## src/rtl/core/chorus_pkg.sv

```systemverilog
// ----------------------------------------------------------------------------
// chorus_pkg
// Shared constants, register codes and lane control type for the stereo chorus.
// ----------------------------------------------------------------------------
package chorus_pkg;

  // sample and store geometry
  localparam int SAMPLE_W      = 16;
  localparam int STORE_AW      = 11;
  localparam int STORE_DEPTH   = 2 ** STORE_AW;
  localparam int DELAY_SAMPLES = 1000;

  // lfo geometry: sine sampled at 2**TBL_LOG2 phase points of a 32-bit phase
  localparam int TBL_LOG2 = 10;
  localparam int PHASE_W  = 32;

  // q1.15 arithmetic
  localparam int FRAC_W  = 15;
  localparam int ONE_Q15 = 32768;
  localparam int SINE_W  = 17;

  // configuration fields
  localparam int GAIN_W  = 16;
  localparam int PSTEP_W = 25;
  localparam int DEPTH_W = 9;
  localparam int CFG_W   = 25;
  localparam int CFG_AW  = 2;

  // offset product width, wide enough to carry the whole part into an address
  localparam int OFS_PROD_W = SINE_W + DEPTH_W + 1;
  localparam int OFS_W      = (FRAC_W + STORE_AW > OFS_PROD_W) ? FRAC_W + STORE_AW
                                                               : OFS_PROD_W;

  // blend accumulator widths
  localparam int ACC_W = SAMPLE_W + GAIN_W + 2;
  localparam int FL_W  = ACC_W - FRAC_W;

  typedef logic signed [SAMPLE_W-1:0] sample_t;

  typedef enum logic [CFG_AW-1:0] {
    REG_MIX        = 2'd0,
    REG_FEEDBACK   = 2'd1,
    REG_PHASE_STEP = 2'd2,
    REG_DEPTH      = 2'd3
  } cfg_reg_t;

  // control shared by both channel lanes
  typedef struct packed {
    logic                start;
    logic                clr_en;
    logic [STORE_AW-1:0] clr_addr;
    logic [STORE_AW-1:0] wr_pos;
    logic [GAIN_W-1:0]   mix_g;
    logic [GAIN_W-1:0]   fb_g;
  } lane_ctrl_t;

endpackage

```

## src/rtl/core/chorus_lfo.sv

```systemverilog
// ----------------------------------------------------------------------------
// chorus_lfo
// Phase accumulator, polynomial sine and depth scaling; yields the delay
// offset split into a whole sample part and a q.15 fraction.
// ----------------------------------------------------------------------------
module chorus_lfo
  import chorus_pkg::*;
(
  input  logic                clk,
  input  logic                rst_n,
  input  logic                start,
  input  logic [PSTEP_W-1:0]  phase_step,
  input  logic [DEPTH_W-1:0]  depth,
  output logic                done,
  output logic [STORE_AW-1:0] ofs_int,
  output logic [FRAC_W-1:0]   ofs_frac
);

  logic [PHASE_W-1:0]           phase_r;
  logic [5:0]                   tok_r;
  logic [TBL_LOG2-1:0]          k;
  logic [1:0]                   quad;
  logic [FRAC_W-1:0]            u_pre;
  logic [15:0]                  u_mir;
  logic [31:0]                  sq;
  logic [31:0]                  lin;
  logic [31:0]                  p3;
  logic [31:0]                  p5;
  logic [31:0]                  poly;
  logic signed [SINE_W-1:0]     s_mag;
  logic signed [OFS_W-1:0]      prod;
  logic [1:0]                   q_r;
  logic [15:0]                  u_r;
  logic [15:0]                  u2_r;
  logic [15:0]                  u3_r;
  logic [15:0]                  u5_r;
  logic [31:0]                  lin_r;
  logic [31:0]                  c3_r;
  logic signed [SINE_W-1:0]     s_r;
  logic signed [OFS_W-1:0]      a_r;

  // phase advance and stage tokens
  always_ff @(posedge clk) begin
    if (!rst_n) begin
      phase_r <= '0;
      tok_r   <= '0;
    end else begin
      tok_r <= {tok_r[4:0], start};
      if (start) begin
        phase_r <= phase_r + PHASE_W'(phase_step);
      end
    end
  end

  // table index, quadrant and mirrored position inside the quadrant
  assign k     = phase_r[PHASE_W-1 -: TBL_LOG2];
  assign quad  = k[TBL_LOG2-1 -: 2];
  assign u_pre = {k[TBL_LOG2-3:0], {(17 - TBL_LOG2){1'b0}}};
  assign u_mir = quad[0] ? (16'(ONE_Q15) - {1'b0, u_pre}) : {1'b0, u_pre};

  // polynomial terms, computed across the pipeline registers below
  assign sq    = {16'b0, u_mir} * {16'b0, u_mir};
  assign lin   = {16'b0, u_mir} * 32'd51472;
  assign p3    = {16'b0, u2_r} * {16'b0, u_r};
  assign p5    = {16'b0, u3_r} * {16'b0, u2_r};
  assign poly  = lin_r + {16'b0, u5_r} * 32'd2320 - c3_r;
  assign s_mag = signed'({1'b0, poly[30:15]});
  assign prod  = OFS_W'(s_r) * OFS_W'(signed'({1'b0, depth}));

  always_ff @(posedge clk) begin
    q_r   <= quad;
    u_r   <= u_mir;
    u2_r  <= sq[30:15];
    lin_r <= lin;
    u3_r  <= p3[30:15];
    u5_r  <= p5[30:15];
    c3_r  <= {16'b0, u3_r} * 32'd21024;
    s_r   <= q_r[1] ? -s_mag : s_mag;
    a_r   <= prod;
  end

  // floor split: arithmetic shift gives the whole part, low bits the fraction
  assign done     = tok_r[5];
  assign ofs_int  = a_r[FRAC_W +: STORE_AW];
  assign ofs_frac = a_r[FRAC_W-1:0];

endmodule

```

## config.mk

```make
export PLATFORM = sky130hd
export DESIGN_NAME = chorus_lfo
export DESIGN_NICKNAME = d
export VERILOG_FILES = /design/src/rtl/core/chorus_pkg.sv /design/src/rtl/core/chorus_lfo.sv
export SDC_FILE = /design/constraint.sdc
export NUM_CORES = 2
export LEC_CHECK = 0
export ABC_CLOCK_PERIOD_IN_PS = 7200
export BUFFER_PORTS_ARGS = -buffer_cell sky130_fd_sc_hd__buf_2
export CORE_MARGIN = 5
export CORE_UTILIZATION = 55
export CTS_CLUSTER_DIAMETER = 150
export CTS_CLUSTER_SIZE = 30
export DETAILED_ROUTE_END_ITERATION = 16
export GPL_TIMING_DRIVEN = 0
export PLACE_DENSITY = 0.71
export SETUP_SLACK_MARGIN = 0.02
export SLEW_MARGIN = 0
export SYNTH_ARGS = -nofsm -noshare
export SYNTH_HDL_FRONTEND = slang
export SYNTH_SLANG_ARGS = --single-unit
```

## constraint.sdc

```tcl
create_clock -name clk -period 7.2 [get_ports clk]
set_input_delay 0.36 -clock clk [delete_from_list [all_inputs] [get_ports clk]]
set_output_delay 0.36 -clock clk [all_outputs]
set_load 0.01 [all_outputs]
```

Word-level counts from Yosys, hierarchy flattened
Index checks and enable logic that the tools add are counted.
{"block": "op_classes", "n_addsub": 5, "multipliers": 7, "n_mux": 2}
{"op": "16-bit by 16-bit multiplier with 31-bit output", "count": 3}
{"op": "32-bit by 25-bit adder with 32-bit output", "count": 1}
{"op": "16-bit two-way mux", "count": 2}
{"op": "31-bit by 28-bit adder with 31-bit output", "count": 1}
{"op": "31-bit subtractor", "count": 1}
{"op": "16-bit by 12-bit multiplier with 27-bit output, second input constant", "count": 1}
{"op": "16-bit by 10-bit multiplier with 26-bit output, second input constant", "count": 1}
{"op": "17-bit by 10-bit multiplier with 26-bit output", "count": 1}
{"op": "16-bit by 8-bit multiplier with 24-bit output, second input constant", "count": 1}
{"op": "16-bit negator with 17-bit output", "count": 1}
{"op": "16-bit by 15-bit subtractor with 16-bit output, first input constant", "count": 1}
{"block": "totals", "input_bits": 37, "elab_cells": 26, "out_inout_bits": 27, "reg_bits": 200}

Logic depth before layout (Yosys ltp)
{"block": "depth", "ltp_word": 5, "ltp_mapped": 28, "ltp_nobuf": 28}

Worst setup path before layout
No wires, ideal clock.
{"block": "synth_timing", "kind": "register to register", "start": "register phase_r[24]", "end": "register u2_r[15]", "setup_time_ns": 0.122, "setup_slack_ns": 0.789, "arrival_ns": 6.289, "path_buffers": 0, "path_stages_with_launch": 27, "period_less_slack_ns": 6.411, "cell_sequence": "dfxtp_1 or3_1 nor2_1 a21boi_0 xnor2_1 inv_1 ha_1 fa_1 inv_1 fa_1 inv_1 fa_1 inv_1 fa_1 inv_1 ha_1 ha_1 ha_1 a21oi_1 nor2_1 nor2_1 o21bai_1 a21oi_1 o21bai_1 a21oi_1 o21ai_0 xnor2_1"}
{"block": "synth_via", "elab_chain_cells": 3}
{"item": "from (decl)", "line_no": "chorus_lfo.sv:19", "rtl": "logic [PHASE_W-1:0] phase_r;"}
{"item": "from (signal assigned)", "line_no": "chorus_lfo.sv:50", "rtl": "phase_r <= phase_r + PHASE_W'(phase_step);"}
{"item": "16-bit by 15-bit subtractor with 16-bit output", "line_no": "chorus_lfo.sv:59", "rtl": "assign u_mir = quad[0] ? (16'(ONE_Q15) - {1'b0, u_pre}) : {1'b0, u_pre};"}
{"item": "16-bit two-way mux", "line_no": "chorus_lfo.sv:59"}
{"item": "named net u_mir[13]", "line_no": "chorus_lfo.sv:24", "rtl": "logic [15:0] u_mir;"}
{"item": "16-bit by 16-bit multiplier with 31-bit output", "line_no": "chorus_lfo.sv:62", "rtl": "assign sq = {16'b0, u_mir} * {16'b0, u_mir};"}
{"item": "named net sq[30]", "line_no": "chorus_lfo.sv:25", "rtl": "logic [31:0] sq;"}
{"item": "to (signal assigned)", "line_no": "chorus_lfo.sv:73", "rtl": "u2_r <= sq[30:15];"}
{"item": "to (decl)", "line_no": "chorus_lfo.sv:34", "rtl": "logic [15:0] u2_r;"}
The timed path passes the listed nets, and every way through them passes these cells.
A chain may end at the register's enable or synchronous reset.

Worst setup path after layout
{"block": "layout_timing", "start": "register u5_r[4]", "end": "register s_r[16]"}
{"block": "layout_via", "elab_chain_cells": 4}
{"item": "from (decl)", "line_no": "chorus_lfo.sv:36", "rtl": "logic [15:0] u5_r;"}
{"item": "from (signal assigned)", "line_no": "chorus_lfo.sv:76", "rtl": "u5_r <= p5[30:15];"}
{"item": "16-bit by 8-bit multiplier with 24-bit output", "line_no": "chorus_lfo.sv:66", "rtl": "assign poly = lin_r + {16'b0, u5_r} * 32'd2320 - c3_r;"}
{"item": "31-bit by 28-bit adder with 31-bit output", "line_no": "chorus_lfo.sv:66"}
{"item": "31-bit subtractor", "line_no": "chorus_lfo.sv:66"}
{"item": "16-bit negator with 17-bit output", "line_no": "chorus_lfo.sv:78", "rtl": "s_r <= q_r[1] ? -s_mag : s_mag;"}
{"item": "to (signal assigned)", "line_no": "chorus_lfo.sv:78"}
{"item": "to (decl)", "line_no": "chorus_lfo.sv:39", "rtl": "logic signed [SINE_W-1:0] s_r;"}
No other way between the ends.

==> flow_summary.json <==
{
  "io_buffers": 60,
  "rr_startpoint": "u5_r[4]$_DFF_P_",
  "crit_top_cell": "ha_1",
  "crit_type": "register to register",
  "yosys_warnings": 0,
  "io_pins": 64,
  "grt_overflow": 0,
  "yosys.area.top_type_share": 0.302,
  "cts_tree": "done",
  "die_w_um": 251,
  "grt_usage": 0.238,
  "synth_async_sr_flop_share": 0,
  "syn_area_mm2": 0.0320,
  "start_util": 0.554,
  "rsz0062_at_grt": "false",
  "drc": 0,
  "die_h_um": 251,
  "fin_skew_ns": 0.0175,
  "final_core_util": 0.590,
  "grt_max_degree": 24,
  "avgSynthCellArea_um2": 9.13,
  "cts.htree.levels": 4,
  "hold_start": "depth[0]",
  "final_max_slew_viol_count": 0,
  "vias": 23531,
  "core-area_mm2": 0.0577,
  "crit_required_ns": 7.57,
  "hp-class": "primary input to register",
  "ys_seq_area_frac": 0.113,
  "end_kind": "register",
  "synth.most_common_cell": "inv_1",
  "drtIter0Drc": 1251,
  "synth-seq-cells": 180,
  "synth_top_cells_by_area": "fa_1 (30%), ha_1 (21%), dfxtp_1 (11%), inv_1 (8.0%), and2_1 (4.9%)",
  "max_cap_viol_count": 0,
  "clockBufferDepth": 2,
  "drive_gt1_frac": 0.0453,
  "setup_violations": 0,
  "wl_mm": 73.2,
  "crit_arrival_ns": 7.23,
  "drtPass1Iterations": 6,
  "synthTopCellsByCount": "inv_1 (681), ha_1 (548), fa_1 (483), nand2_1 (370), and2_1 (252)",
  "power.density_mw_per_mm2": 460,
  "hold_viol": 0,
  "gp_congestion": 0.952,
  "dp_hpwl_mm": 60.8,
  "finalPower_w": 0.0156,
  "cp-startpoint": "u5_r[4]$_DFF_P_",
  "layout.nets": 4654,
  "dieArea_mm2": 0.0631,
  "numCtsBuffers": 17,
  "syn_to_final_growth_pct": 6.37,
  "synth-edff-count": 0,
  "wire_per_inst_um": 16.8,
  "design_area_mm2": 0.0340,
  "clk_latency_ns": 0.50,
  "worstMarginPinSlew_ns": 0.797,
  "max_stage_delay_ns": 0.56,
  "grt_pass1_wl_mm": 122,
  "max_freq_mhz": 146,
  "placed_cell_area_mm2": 0.0332,
  "synth_largest_area_cell": "fa_1",
  "final_antenna_net_count": 0,
  "cp_max_fo": 6,
  "grt_pass1_vias": 24148,
  "antenna_found_initial": 1,
  "max-vdd-ir-drop_mv": 1.48,
  "ys.flop_type": "dfxtp_1",
  "outcome": "completed",
  "slowest_stage": "or4_1",
  "post_drt_via_cell_ratio": 5.39,
  "row_count": 88,
  "clock-sinks": 180,
  "crit_buf_inv": 1,
  "clk_pin_slew_ns": 0.08,
  "crit_chain": "ha_1 -> fa_1 -> ha_1 -> ha_1 -> nor2b_1 -> o21ai_1 -> a21boi_0 -> o21ai_1 -> a21oi_1 -> o21ai_1 -> nand2_1 -> xnor2_1 -> fa_1 -> inv_1 -> ha_1 -> nand3_1 -> nor2_1 -> a211o_1 -> a21oi_2 -> xnor2_1 -> or4_1 -> or4_4 -> or3_1 -> o31a_1",
  "fin_setup_tns_ns": 0,
  "worst_path_dominant_cell_family": "adder cells",
  "p_leak_nw": 18.2,
  "hold_ws_ns": 0.225,
  "period_needed_ns": 6.87,
  "fin_crit_sh": 0.954,
  "timing.slew.headroom": 0.468,
  "postSynthCellCount": 3501,
  "yosysUniqueCellTypes": 74,
  "start_kind": "register",
  "clock-root-buffer": "clkbuf_16"
}
==> cells by family after synthesis <==
family | after synthesis | synth area share
XOR/XNOR | 179 | 0.0490
AND/OR/NAND/NOR | 938 | 0.145
flip-flops | 180 | 0.113
other | 2 | 0.000235
multiplexers | 15 | 0.00473
buffers and inverters | 769 | 0.0908
AO/OA/AOI/OAI | 387 | 0.0809
adder cells (fa/ha/maj) | 1031 | 0.517
==> cell type report <==
type,count,area [um^2]
multi-input cells,2555,25500
fillers,5173,23700
flip-flops and latches,180,3620
inverters,681,2560
well taps,765,957
clock buffers,17,425
plain buffers,88,367
repair buffers,63,323
clock inverters,15,223
diodes,2,5.00
==> routing by layer <==
| metal | share of wire | vias up | global-route usage |
|---|---|---|---|
| met4 | 0.024 | 0 | 0.0632 |
| met3 | 0.062 | 122 | 0.0429 |
| met1 | 0.44 | 11549 | 0.325 |
| met2 | 0.47 | 564 | 0.392 |
| li1 | - | 11296 | - |
| met5 | 0 | - | 0 |
==> where the power goes <==
part / switching, W / internal, W / leakage [nW] / total [W]
logic: 0.00715 / 0.00572 / 16.4 / 0.0129
registers: 0.000304 / 0.00144 / 1.49 / 0.00175
clock network: 0.000534 / 0.000492 / 0.312 / 0.00103
==> layout by cell type (no fill, tap or decap), types with 17 or more instances in the layout <==
cell,Yosys,final
xnor2_1,142,141
clkbuf_1,81,64
o21ai_0,66,62
and2_1,252,252
o21bai_1,18,18
nor2b_1,31,31
o21a_1,20,20
dfxtp_1,180,168
and3_1,18,18
nor2_1,114,114
a21o_1,41,41
a21oi_1,101,100
clkbuf_16,0,17
nor3_1,41,40
ha_1,548,548
nand2_1,370,370
inv_1,681,680
buf_2,2,62
xor2_1,37,35
nand3_1,30,30
fa_1,483,483
==> flip-flops by register name (all words and copies together) (netlist names) <==
| signal | count |
|---|---|
| u_r | 5 |
| a_r | 26 |
| u3_r | 16 |
| c3_r | 26 |
| phase_r | 32 |
| q_r | 1 |
| s_r | 17 |
| lin_r | 20 |
| u2_r | 15 |
| tok_r | 6 |
| u5_r | 16 |
==> per-stage QoR <==
step | cells | setup WS, ns
4_1_cts | 4361 | 0.0311
2_1_floorplan | 3504 | 0.789
6_report | 4366 | 0.334
5_1_grt | 4364 | 0.0224
3_3_place_gp | 4329 | -0.207
3_5_place_dp | 4329 | -0.184
==> timing repair <==
item,in CTS,in global routing
buffers inserted,0,3
hold buffers,0,0
pin swaps,0,3
gates cloned,0,0
setup endpoints to repair,6,17
gates resized for setup,5,53
==> worst reg2reg max path, stage by stage, from the launching register on <==
cell and delay [ns]:
dfxtp_2 0.40, ha_1 0.27, fa_1 0.47, ha_1 0.32, ha_1 0.34, nor2b_1 0.15
o21ai_1 0.15, a21boi_0 0.14, o21ai_1 0.19, a21oi_1 0.12, o21ai_1 0.23, nand2_1 0.18
xnor2_1 0.18, fa_1 0.48, inv_1 0.04, ha_1 0.37, nand3_1 0.15, nor2_1 0.06
a211o_1 0.34, a21oi_2 0.18, xnor2_1 0.16, or4_1 0.56, or4_4 0.57, or3_1 0.39
o31a_1 0.33
==> final timing paths <==
check	to	slack, ns	cells after the start
setup / recovery	s_r[16]$_SDFF_PN0_	0.33	24
hold / removal	a_r[0]$_DFF_P_	0.23	2
setup reg to reg	s_r[16]$_SDFF_PN0_	0.33	24
hold reg to reg	q_r[1]$_DFF_P_	0.41	0
(Power assumes the default switching activity.)
